===== src/rtl/core/facp_pkg.sv =====
// ----------------------------------------------------------------------------
// facp_pkg
// shared types and constants of the framed axis command parser
// ----------------------------------------------------------------------------
package facp_pkg;

    localparam logic [7:0] CHAR_OPEN  = 8'h3C;
    localparam logic [7:0] CHAR_CLOSE = 8'h3E;
    localparam logic [7:0] CHAR_ZERO  = 8'h30;
    localparam logic [7:0] CHAR_NINE  = 8'h39;
    localparam logic [7:0] CHAR_PLUS  = 8'h2B;
    localparam logic [7:0] CHAR_MINUS = 8'h2D;
    localparam logic [7:0] CHAR_O     = 8'h4F;
    localparam logic [7:0] CHAR_N     = 8'h4E;
    localparam logic [7:0] CHAR_F     = 8'h46;
    localparam logic [7:0] CHAR_NUL   = 8'h00;

    localparam logic [1:0] ACT_ENABLE  = 2'd0;
    localparam logic [1:0] ACT_DISABLE = 2'd1;
    localparam logic [1:0] ACT_MOVE    = 2'd2;

    localparam logic [2:0] WC_EMPTY = 3'd0;
    localparam logic [2:0] WC_O     = 3'd1;
    localparam logic [2:0] WC_ON    = 3'd2;
    localparam logic [2:0] WC_OF    = 3'd3;
    localparam logic [2:0] WC_OFF   = 3'd4;
    localparam logic [2:0] WC_NUM   = 3'd5;
    localparam logic [2:0] WC_OTHER = 3'd6;

    localparam int CMD_FIFO_DEPTH = 4;
    localparam int CMD_PTR_W      = $clog2(CMD_FIFO_DEPTH);
    localparam int CMD_CNT_W      = $clog2(CMD_FIFO_DEPTH + 1);

    typedef struct packed {
        logic [1:0]  action;
        logic [7:0]  axis;
        logic        negative;
        logic [15:0] magnitude;
    } cmd_t;

endpackage


===== src/rtl/core/facp_front.sv =====
// ----------------------------------------------------------------------------
// facp_front
// byte classifier: tracks frame, axis and body class, pushes commands on '>'
// ----------------------------------------------------------------------------
module facp_front
    import facp_pkg::*;
#(
    parameter int BODY_CHARS = 9
) (
    input  logic       aclk,
    input  logic       aresetn,
    input  logic       byte_valid,
    input  logic [7:0] byte_data,
    output logic       cmd_push,
    output cmd_t       cmd_data
);

    localparam int CW = $clog2(BODY_CHARS + 1);

    logic          in_frame_reg, in_frame_next;
    logic [7:0]    axis_reg, axis_next;
    logic [CW-1:0] count_reg, count_next;
    logic [2:0]    wc_reg, wc_next;
    logic          neg_reg, neg_next;
    logic          ended_reg, ended_next;
    logic [15:0]   num_reg, num_next;
    logic [7:0]    digit;

    assign digit = byte_data - CHAR_ZERO;

    always_comb begin
        in_frame_next = in_frame_reg;
        axis_next     = axis_reg;
        count_next    = count_reg;
        wc_next       = wc_reg;
        neg_next      = neg_reg;
        ended_next    = ended_reg;
        num_next      = num_reg;
        cmd_push      = 1'b0;
        cmd_data.action    = ACT_MOVE;
        cmd_data.axis      = axis_reg;
        cmd_data.negative  = neg_reg;
        cmd_data.magnitude = num_reg;
        if (byte_valid) begin
            if (!in_frame_reg && byte_data == CHAR_OPEN) begin
                in_frame_next = 1'b1;
                axis_next     = 8'd0;
                count_next    = '0;
                wc_next       = WC_EMPTY;
                neg_next      = 1'b0;
                ended_next    = 1'b0;
                num_next      = 16'd0;
            end else if (byte_data == CHAR_CLOSE) begin
                in_frame_next = 1'b0;
                if (wc_reg == WC_ON) begin
                    cmd_push        = 1'b1;
                    cmd_data.action = ACT_ENABLE;
                end else if (wc_reg == WC_OFF) begin
                    cmd_push        = 1'b1;
                    cmd_data.action = ACT_DISABLE;
                end else if (wc_reg == WC_NUM) begin
                    cmd_push        = 1'b1;
                    cmd_data.action = ACT_MOVE;
                end
            end else if (in_frame_reg) begin
                if (axis_reg == 8'd0) begin
                    axis_next = digit;
                end else if (count_reg < CW'(BODY_CHARS)) begin
                    count_next = count_reg + CW'(1);
                    if (!ended_reg) begin
                        if (byte_data == CHAR_NUL) begin
                            ended_next = 1'b1;
                        end else begin
                            unique case (wc_reg)
                                WC_EMPTY: begin
                                    if (byte_data == CHAR_PLUS) begin
                                        wc_next  = WC_NUM;
                                        neg_next = 1'b0;
                                    end else if (byte_data == CHAR_MINUS) begin
                                        wc_next  = WC_NUM;
                                        neg_next = 1'b1;
                                    end else if (byte_data == CHAR_O) begin
                                        wc_next = WC_O;
                                    end else begin
                                        wc_next = WC_OTHER;
                                    end
                                end
                                WC_O: begin
                                    if (byte_data == CHAR_N) begin
                                        wc_next = WC_ON;
                                    end else if (byte_data == CHAR_F) begin
                                        wc_next = WC_OF;
                                    end else begin
                                        wc_next = WC_OTHER;
                                    end
                                end
                                WC_OF: begin
                                    wc_next = (byte_data == CHAR_F) ? WC_OFF : WC_OTHER;
                                end
                                WC_NUM: begin
                                    if (byte_data >= CHAR_ZERO && byte_data <= CHAR_NINE) begin
                                        num_next = {num_reg[12:0], 3'b000}
                                                 + {num_reg[14:0], 1'b0}
                                                 + {8'd0, digit};
                                    end else begin
                                        ended_next = 1'b1;
                                    end
                                end
                                default: begin
                                    wc_next = WC_OTHER;
                                end
                            endcase
                        end
                    end
                end
            end
        end
    end

    always_ff @(posedge aclk) begin
        if (!aresetn) begin
            in_frame_reg <= 1'b0;
            axis_reg     <= 8'd0;
            count_reg    <= '0;
            wc_reg       <= WC_EMPTY;
            neg_reg      <= 1'b0;
            ended_reg    <= 1'b0;
            num_reg      <= 16'd0;
        end else begin
            in_frame_reg <= in_frame_next;
            axis_reg     <= axis_next;
            count_reg    <= count_next;
            wc_reg       <= wc_next;
            neg_reg      <= neg_next;
            ended_reg    <= ended_next;
            num_reg      <= num_next;
        end
    end

endmodule


===== src/rtl/core/facp_cmd_fifo.sv =====
// ----------------------------------------------------------------------------
// facp_cmd_fifo
// short command queue between classifier and executor
// ----------------------------------------------------------------------------
module facp_cmd_fifo
    import facp_pkg::*;
(
    input  logic aclk,
    input  logic aresetn,
    input  logic push,
    input  cmd_t push_data,
    output logic full,
    input  logic pop,
    output logic not_empty,
    output cmd_t pop_data
);

    cmd_t                 mem [CMD_FIFO_DEPTH];
    logic [CMD_PTR_W-1:0] wr_ptr_reg, wr_ptr_next;
    logic [CMD_PTR_W-1:0] rd_ptr_reg, rd_ptr_next;
    logic [CMD_CNT_W-1:0] count_reg, count_next;
    logic                 do_push, do_pop;

    assign full      = (count_reg == CMD_CNT_W'(CMD_FIFO_DEPTH));
    assign not_empty = (count_reg != '0);
    assign do_push   = push && !full;
    assign do_pop    = pop && not_empty;
    assign pop_data  = mem[rd_ptr_reg];

    always_comb begin
        wr_ptr_next = wr_ptr_reg;
        rd_ptr_next = rd_ptr_reg;
        count_next  = count_reg;
        if (do_push) begin
            wr_ptr_next = (wr_ptr_reg == CMD_PTR_W'(CMD_FIFO_DEPTH - 1))
                        ? '0 : wr_ptr_reg + CMD_PTR_W'(1);
        end
        if (do_pop) begin
            rd_ptr_next = (rd_ptr_reg == CMD_PTR_W'(CMD_FIFO_DEPTH - 1))
                        ? '0 : rd_ptr_reg + CMD_PTR_W'(1);
        end
        if (do_push && !do_pop) begin
            count_next = count_reg + CMD_CNT_W'(1);
        end else if (do_pop && !do_push) begin
            count_next = count_reg - CMD_CNT_W'(1);
        end
    end

    always_ff @(posedge aclk) begin
        if (do_push) begin
            mem[wr_ptr_reg] <= push_data;
        end
    end

    always_ff @(posedge aclk) begin
        if (!aresetn) begin
            wr_ptr_reg <= '0;
            rd_ptr_reg <= '0;
            count_reg  <= '0;
        end else begin
            wr_ptr_reg <= wr_ptr_next;
            rd_ptr_reg <= rd_ptr_next;
            count_reg  <= count_next;
        end
    end

endmodule


===== src/rtl/core/facp_back.sv =====
// ----------------------------------------------------------------------------
// facp_back
// command executor: accumulates target position, drives result register
// ----------------------------------------------------------------------------
module facp_back
    import facp_pkg::*;
(
    input  logic        aclk,
    input  logic        aresetn,
    input  logic        cmd_valid,
    input  cmd_t        cmd_data,
    output logic        cmd_pop,
    output logic        m_valid,
    input  logic        m_ready,
    output logic [1:0]  m_action,
    output logic [7:0]  m_axis,
    output logic signed [15:0] m_target_position
);

    logic        valid_reg;
    logic [1:0]  action_reg;
    logic [7:0]  axis_reg;
    logic [15:0] target_reg;
    logic [15:0] position_reg, position_next;
    logic [15:0] diff;

    assign cmd_pop = cmd_valid && (!valid_reg || m_ready);
    assign diff    = cmd_data.negative ? (16'd0 - cmd_data.magnitude) : cmd_data.magnitude;

    always_comb begin
        position_next = position_reg;
        if (cmd_pop && cmd_data.action == ACT_MOVE) begin
            position_next = position_reg + diff;
        end
    end

    always_ff @(posedge aclk) begin
        if (!aresetn) begin
            valid_reg    <= 1'b0;
            position_reg <= 16'd0;
        end else begin
            position_reg <= position_next;
            if (cmd_pop) begin
                valid_reg <= 1'b1;
            end else if (m_ready) begin
                valid_reg <= 1'b0;
            end
        end
    end

    always_ff @(posedge aclk) begin
        if (cmd_pop) begin
            action_reg <= cmd_data.action;
            axis_reg   <= cmd_data.axis;
            target_reg <= position_next;
        end
    end

    assign m_valid           = valid_reg;
    assign m_action          = action_reg;
    assign m_axis            = axis_reg;
    assign m_target_position = $signed(target_reg);

endmodule


===== src/rtl/core/framed_axis_command_parser_core.sv =====
// ----------------------------------------------------------------------------
// framed_axis_command_parser_core
// parses framed serial commands into enable, disable and move results
// ----------------------------------------------------------------------------
// One byte is taken every cycle. s_ready drops only while the four-entry
// command queue between the byte classifier and the executor is full, which
// happens only when the result side stalls. A closing '>' transaction puts its
// result into the queue; the executor's position adder and output register
// then pass it to the m_ channel, one result per cycle while m_ready is high.
module framed_axis_command_parser_core
    import facp_pkg::*;
#(
    parameter int BODY_CHARS = 9
) (
    input  logic        aclk,
    input  logic        aresetn,
    input  logic        s_valid,
    output logic        s_ready,
    input  logic [7:0]  s_rx_byte,
    output logic        m_valid,
    input  logic        m_ready,
    output logic [1:0]  m_action,
    output logic [7:0]  m_axis,
    output logic signed [15:0] m_target_position
);

    logic cmd_push, fifo_full, fifo_valid, cmd_pop;
    cmd_t push_data, pop_data;

    assign s_ready = !fifo_full;

    facp_front #(
        .BODY_CHARS (BODY_CHARS)
    ) u_front (
        .aclk       (aclk),
        .aresetn    (aresetn),
        .byte_valid (s_valid && s_ready),
        .byte_data  (s_rx_byte),
        .cmd_push   (cmd_push),
        .cmd_data   (push_data)
    );

    facp_cmd_fifo u_fifo (
        .aclk      (aclk),
        .aresetn   (aresetn),
        .push      (cmd_push),
        .push_data (push_data),
        .full      (fifo_full),
        .pop       (cmd_pop),
        .not_empty (fifo_valid),
        .pop_data  (pop_data)
    );

    facp_back u_back (
        .aclk              (aclk),
        .aresetn           (aresetn),
        .cmd_valid         (fifo_valid),
        .cmd_data          (pop_data),
        .cmd_pop           (cmd_pop),
        .m_valid           (m_valid),
        .m_ready           (m_ready),
        .m_action          (m_action),
        .m_axis            (m_axis),
        .m_target_position (m_target_position)
    );

endmodule


===== config.mk =====
export PLATFORM = sky130hd
export DESIGN_NAME = framed_axis_command_parser_core
export DESIGN_NICKNAME = d
export VERILOG_FILES = /design/src/rtl/core/facp_pkg.sv /design/src/rtl/core/facp_front.sv /design/src/rtl/core/facp_cmd_fifo.sv /design/src/rtl/core/facp_back.sv /design/src/rtl/core/framed_axis_command_parser_core.sv
export SDC_FILE = /design/constraint.sdc
export NUM_CORES = 1
export LEC_CHECK = 0
export ABC_CLOCK_PERIOD_IN_PS = 11900
export BUFFER_PORTS_ARGS = -buffer_cell sky130_fd_sc_hd__buf_2
export CORE_ASPECT_RATIO = 1.1
export CORE_MARGIN = 2
export CORE_UTILIZATION = 30
export CTS_BUF_LIST = sky130_fd_sc_hd__clkbuf_8
export CTS_CLUSTER_DIAMETER = 200
export DETAILED_ROUTE_END_ITERATION = 12
export PLACE_DENSITY = 0.54
export SYNTH_ARGS = -nofsm -noshare
export SYNTH_HDL_FRONTEND = slang
export SYNTH_SLANG_ARGS = --single-unit

===== constraint.sdc =====
create_clock -name aclk -period 11.9 [get_ports aclk]
set_input_delay 3.57 -clock aclk [delete_from_list [all_inputs] [get_ports aclk]]
set_output_delay 3.57 -clock aclk [all_outputs]
set_load 0.05 [all_outputs]

# == Yosys cells after proc, flatten, opt, wreduce, memory -nomap -nowiden ==
# Memories as Yosys holds them, arrays and structs flattened. A register that Yosys moved wholly into a read port is not among the register bits.
# Cells that the tools add are included.
# op_classes
n_addsub,10
mul,0
div,0
magnitude_cmp,3
n_eq_ne,21
shift,0
muxes,76
bitwise,0
n_reduce_logical,35
# op_table
operator,count
$mux W16,11
$mux W3,14
$add A16 B16 Y16,2
$eq A8 B6 Y1 const B,4
$mux W8,4
$mux W1,31
$eq A8 B7 Y1 const B,3
$mux W2,10
$mux W4,5
$reduce_and A9 Y1,2
$reduce_bool A2 Y1,9
$add A16 B8 Y16,1
$logic_not A8 Y1,2
$sub A1 B16 Y16 const A,1
$pmux W3 S4,1
$eq A3 B3 Y1 const B,3
$logic_and A1 B1 Y1,9
$ge A8 B6 Y1 const B,1
$le A8 B6 Y1 const B,1
$ne A2 B1 Y1 const B,4
$reduce_and A8 Y1,1
$sub A8 B6 Y8 const B,1
$eq A2 B2 Y1 const B,3
$eq A3 B2 Y1 const B,2
other kinds (14),20
# word_totals
reg_bits,84
latch_bits,0
mem_bits_rw,108
mem_bits_ro,0
input_bits,12
word_cells,161
memories,1
# memory_table
memory,words,word_bits,rd,rd_clocked_by_memory_dff,write_ports,line,text
u_fifo.mem,4,27,1,1,1,facp_cmd_fifo.sv:18,cmd_t mem [CMD_FIFO_DEPTH];

# == Depth between registers and ports, before layout ==
# logic_depth
word_depth,12
ltp_mapped,17
ltp_nobuf,15

# == Modules after synthesis ==
# Synthesis repeated with hierarchy kept, for this count alone.
# unflattened
cells_unflattened,750
hier_area_um2,9716.8
# modules_own_cells
mod,n_inst,cells_per_inst,area_per_inst_um2,seq_area_each_um2
facp_cmd_fifo,1,192,4425.5,3423.3
facp_back,1,267,2665.1,1121.1
facp_front,1,289,2616.3,680.7
framed_axis_command_parser_core,1,2,10.0,0.0

# == Least setup slack after synthesis ==
# Ideal clock, no wire load.
# synth_path
path_kind,input port to flip-flop
startpoint,input port m_ready
endpoint,register u_fifo.count_reg[2]
setup_time_ps,76
arrival_ps,6344
path_slack_ps,5481
path_stages,9
path_buffers,0
cell_sequence,inv_1 > a21oi_1 > inv_1 > ha_1 > inv_1 > fa_1 > xor2_1 > or3_1 > a21boi_0
# synth_between
elab_chain_len,6
word_cells_on_any_way,8
classes_between,1 x mux; 7 x reduce/logical
# synth_rtl
item,line,text
from (decl),framed_axis_command_parser_core.sv:21,"input logic m_ready,"
$logic_or A1 B1 Y1 *,facp_back.sv:27,assign cmd_pop = cmd_valid && (!valid_reg || m_ready);
$logic_and A1 B1 Y1 *,facp_back.sv:27,
via cmd_pop,framed_axis_command_parser_core.sv:27,"logic cmd_push, fifo_full, fifo_valid, cmd_pop;"
$logic_and A1 B1 Y1 *,facp_cmd_fifo.sv:27,assign do_pop = pop && not_empty;
$logic_not A1 Y1,facp_cmd_fifo.sv:42,if (do_push && !do_pop) begin
$logic_and A1 B1 Y1,facp_cmd_fifo.sv:42,
$mux W3 or $reduce_bool A2 Y1 (tied branches),--,
to (signal assigned),facp_cmd_fifo.sv:63,count_reg <= count_next;
to (decl),facp_cmd_fifo.sv:21,"logic [CMD_CNT_W-1:0] count_reg, count_next;"
# Mark *: on every way through the listed nets, which the timed path passes. The rest lies on a longest branch.
# A chain may end at the register's enable or synchronous reset.

# == Final worst setup path ==
# layout_path
startpoint,input port s_rx_byte[4]
endpoint,register u_fifo.count_reg[2]
# layout_between
elab_chain_len,8
word_cells_on_any_way,12
classes_between,2 x eq/ne; 4 x mux; 6 x reduce/logical
# layout_rtl
item,line,text
from (decl),framed_axis_command_parser_core.sv:19,"input logic [7:0] s_rx_byte,"
$eq A8 B6 Y1 (on tied branches),"facp_front.sv:53, facp_front.sv:45",
$mux W1 or $logic_and A1 B1 Y1 (tied branches),"facp_front.sv:53, facp_front.sv:45",
$mux W1 *,facp_front.sv:45,if (!in_frame_reg && byte_data == CHAR_OPEN) begin
$mux W1 *,facp_front.sv:44,if (byte_valid) begin
$logic_and A1 B1 Y1 *,facp_cmd_fifo.sv:26,assign do_push = push && !full;
via u_fifo.do_push,facp_cmd_fifo.sv:22,"logic do_push, do_pop;"
$logic_not A1 Y1,facp_cmd_fifo.sv:44,end else if (do_pop && !do_push) begin
$logic_and A1 B1 Y1,facp_cmd_fifo.sv:44,
$reduce_bool A2 Y1 (no line),--,
# Marks and branches as above.

==> results.yml <==
run_status:
  status: "finished clean"
run:
  cap_violations: 0
routing:
  vias: 5839
  viasPerCell: 4.77
  drc_errors: 0
  wl_per_cell_um: 15.6
  drt-initial-drc-count: 400
  drt_pass1_iterations: 5
  antenna_left: 0
  drt-total-wl_um: 19100
worst_setup_path:
  rr_worst_depth: 16
  crit_path_start: "s_rx_byte[4]"
  r2r_slack_ns: 7.02
  worstPathArrival_ns: 6.66
  critical_path.endpoint: "u_fifo.count_reg[2]"
  r2r-end: "u_back.m_target_position[15]"
  critPathMaxStageDelay_ns: 0.52
  cp.required_ns: 12.29
  crit_type: "primary input to flip-flop"
  worstSetupEndpointType: "flip-flop"
  cp_common_cell: "ha_1"
  cp_cell_sequence: "buf_2 -> ha_1 -> nor3b_1 -> and2_1 -> nand4_1 -> nor2_1 -> ha_1 -> inv_1 -> fa_1 -> xor2_1 -> or3_1 -> a21boi_0"
  cpMaxStageDelayCell: "nor3b_1"
  critPathMaxFanout: 7
  critPathLaunchType: "primary input"
synth:
  syn_area_mm2: 0.00960
  ys_seq_elements: 194
  synth_top_family_by_area: "simple AND/OR/NAND/NOR gates"
  synth_seq_area_share_pct: 54.4
  synth_top_area_share_pct: 41.9
  synth_fp_nets: 823
  synth_cell_types: 63
  async_flop_share_pct: 0
  synth.largest_area_cell: "edfxtp_1"
  yosysWarnings: 0
  ys_top_cells_by_area: "edfxtp_1 (42%), dfxtp_1 (13%), ha_1 (6.9%), mux4_1 (4.4%), mux4_2 (2.3%)"
  synthMuxAreaShare_pct: 8.41
  synth-edff-count: 134
  avgSynthCellArea_um2: 12.8
  synth_compound_area_share_pct: 10.4
  syn_inst: 750
  synthAdderAreaFrac_pct: 8.58
  synth_xor_area_share_pct: 3.92
  yosys_most_used_dff: "edfxtp_1"
  synthSimpleGateAreaFrac_pct: 11.1
timing:
  worst_slack_ns: 5.63
  finalSetupViolCount: 0
  rsz0062_at_grt: "false"
  fmax_mhz: 160
  finalCritPeriodShare_pct: 52.7
  hold_viol: 0
  min_period_ns: 6.27
  tns_ns: 0
  final_max_slew_viol_count: 0
  maxSlewHeadroom_pct: 29.7
  skew_ns: 0.0160
  worst_pin_slew_ns: 1.05
layout:
  regArea_mm2: 0.00523
  fill_cells: 3182
  antenna_cells: 0
  multiInputGateArea_mm2: 0.00408
  final_area_mm2: 0.0106
  instances_no_fill: 1223
  drive_gt1_share_pct: 12.6
  largest_register: "u_fifo.mem"
  nNetsFinal: 863
  syn_to_final_growth_pct: 10.7
  largest_reg_flops: 108
global_routing:
  grt_max_degree: 63
  antenna_found_initial: 0
  grt.overflow.total: 0
  grtUsageTotal_pct: 11.8
  grt_pass1_wl_um: 31000
  grt_pass1_vias: 5701
placed_design:
  dpl.cell_count: 1191
  dp_slack_ns: 5.17
  gp_congestion: 0.827
  dp_hpwl_um: 13100
  port_buffers: 39
  placed_cell_area_mm2: 0.0102
die:
  die_h_um: 192
  die_w_um: 175
  row_count: 68
  initial_core_util_pct: 30.5
  die_area_mm2: 0.0334
  ioPinCount: 40
  core_area_mm2: 0.0315
clocking:
  holdBufCountCts: 0
  clk_path_buf_depth: 2
  tritoncts: "done"
  cts_made_buffers: 17
  clk_latency_ns: 0.47
  htreeDepth: 4
  clk_pin_slew_ns: 0.11
  postCtsSetupBuffers: 0
  cts.sinks: 194
  cts_resized: 0
  root_buffer: "clkbuf_8"
power_and_ir_drop:
  power.total_w: 0.00169
  worst_ir_drop_vdd_uv: 64.3
  leakage_nw: 4.14
  power_density_mw_per_mm2: 159
min_path:
  hold_path_class: "flip-flop to flip-flop"
## metrics by stage
stage	util, %	hold slack (ns)
4_1_cts	33.7	0.495
2_1_floorplan	-	0.441
3_3_place_gp	32.4	0.465
5_1_grt	33.7	0.518
3_5_place_dp	32.4	0.473
6_report	33.7	0.491
## cell usage in the layout, fill, tap and decap left out, types with 17 or more instances in the layout
cell type	n
dfxtp_1	60
nand2_1	60
a21o_1	19
nor2b_1	17
buf_2	39
nand3_1	25
a21oi_1	30
edfxtp_1	134
and2_1	21
xnor2_1	21
xor2_1	22
nor2_1	24
inv_1	36
clkbuf_8	17
ha_1	53
o21ai_0	34
## synthesized netlist by cell type, drive strengths merged, types with 4 or more instances
master	n
o21ai	35
a21boi	16
nor2	24
a21o	20
edfxtp	134
nand3	25
fa	8
dfxtp	60
xnor2	21
a211oi	4
a22oi	4
and2	22
nor4	7
and3	6
o31ai	9
a31oi	7
mux2i	15
buf	10
clkbuf	15
xor2	22
nand2	60
nand4	7
ha	53
inv	35
nand2b	5
nor3	7
mux4	26
nor2b	17
o21bai	4
a21oi	31
a41oi	4
## how the worst min path moves through the flow
stage | startpoint | end | slack [ns] | depth (start not counted)
after floorplan | u_front.ended_reg | u_front.ended_reg | 0.44 | 2
after global placement | u_front.count_reg[3] | u_front.count_reg[3] | 0.47 | 2
after detailed placement | u_front.count_reg[3] | u_front.count_reg[3] | 0.47 | 2
after CTS | u_back.position_reg[15] | u_back.position_reg[15] | 0.50 | 2
after global routing | u_back.position_reg[15] | u_back.position_reg[15] | 0.52 | 2
final | u_back.position_reg[15] | u_back.position_reg[15] | 0.49 | 2
## routing by layer
layer / vias up / wire length, um / part of all wire, % / track usage, %
li1: 2893 / - / - / -
met1: 2832 / 9480 / 50 / 16.2
met2: 95 / 8680 / 45 / 19.0
met3: 19 / 662 / 3.5 / 2.26
met4: 0 / 300 / 1.6 / 3.56
met5: - / 0 / 0 / 0
## cell type report
| type | instances | area share [%] |
|---|---|---|
| Sequential cell | 194 | 49.2 |
| Multi-Input combinational cell | 495 | 38.4 |
| Tap cell | 420 | 4.95 |
| Timing Repair Buffer | 47 | 2.40 |
| Clock buffer | 17 | 2.20 |
| Clock inverter | 15 | 1.64 |
| Inverter | 35 | 1.24 |
## worst max-delay path: cells and delay by family
family | cells | cell delay (ns)
AND/OR/NAND/NOR | 5 | 1.67
adder cells (fa/ha/maj) | 3 | 0.88
buffers and inverters | 2 | 0.20
XOR/XNOR | 1 | 0.18
AO/OA/AOI/OAI | 1 | 0.17
## report_power, final
part	leakage (nW)	internal [W]	switching (W)
Sequential	1.85	0.000783	0.0000171
Combinational	2.07	0.000124	0.000326
Clock	0.214	0.000194	0.000246
## logic make-up after synthesis
family | Yosys count
adder cells (fa/ha/maj) | 61
AO/OA/AOI/OAI | 151
XOR/XNOR | 43
flip-flops | 194
buffers and inverters | 61
multiplexers | 42
AND/OR/NAND/NOR | 198
(Power assumes the default switching activity.)
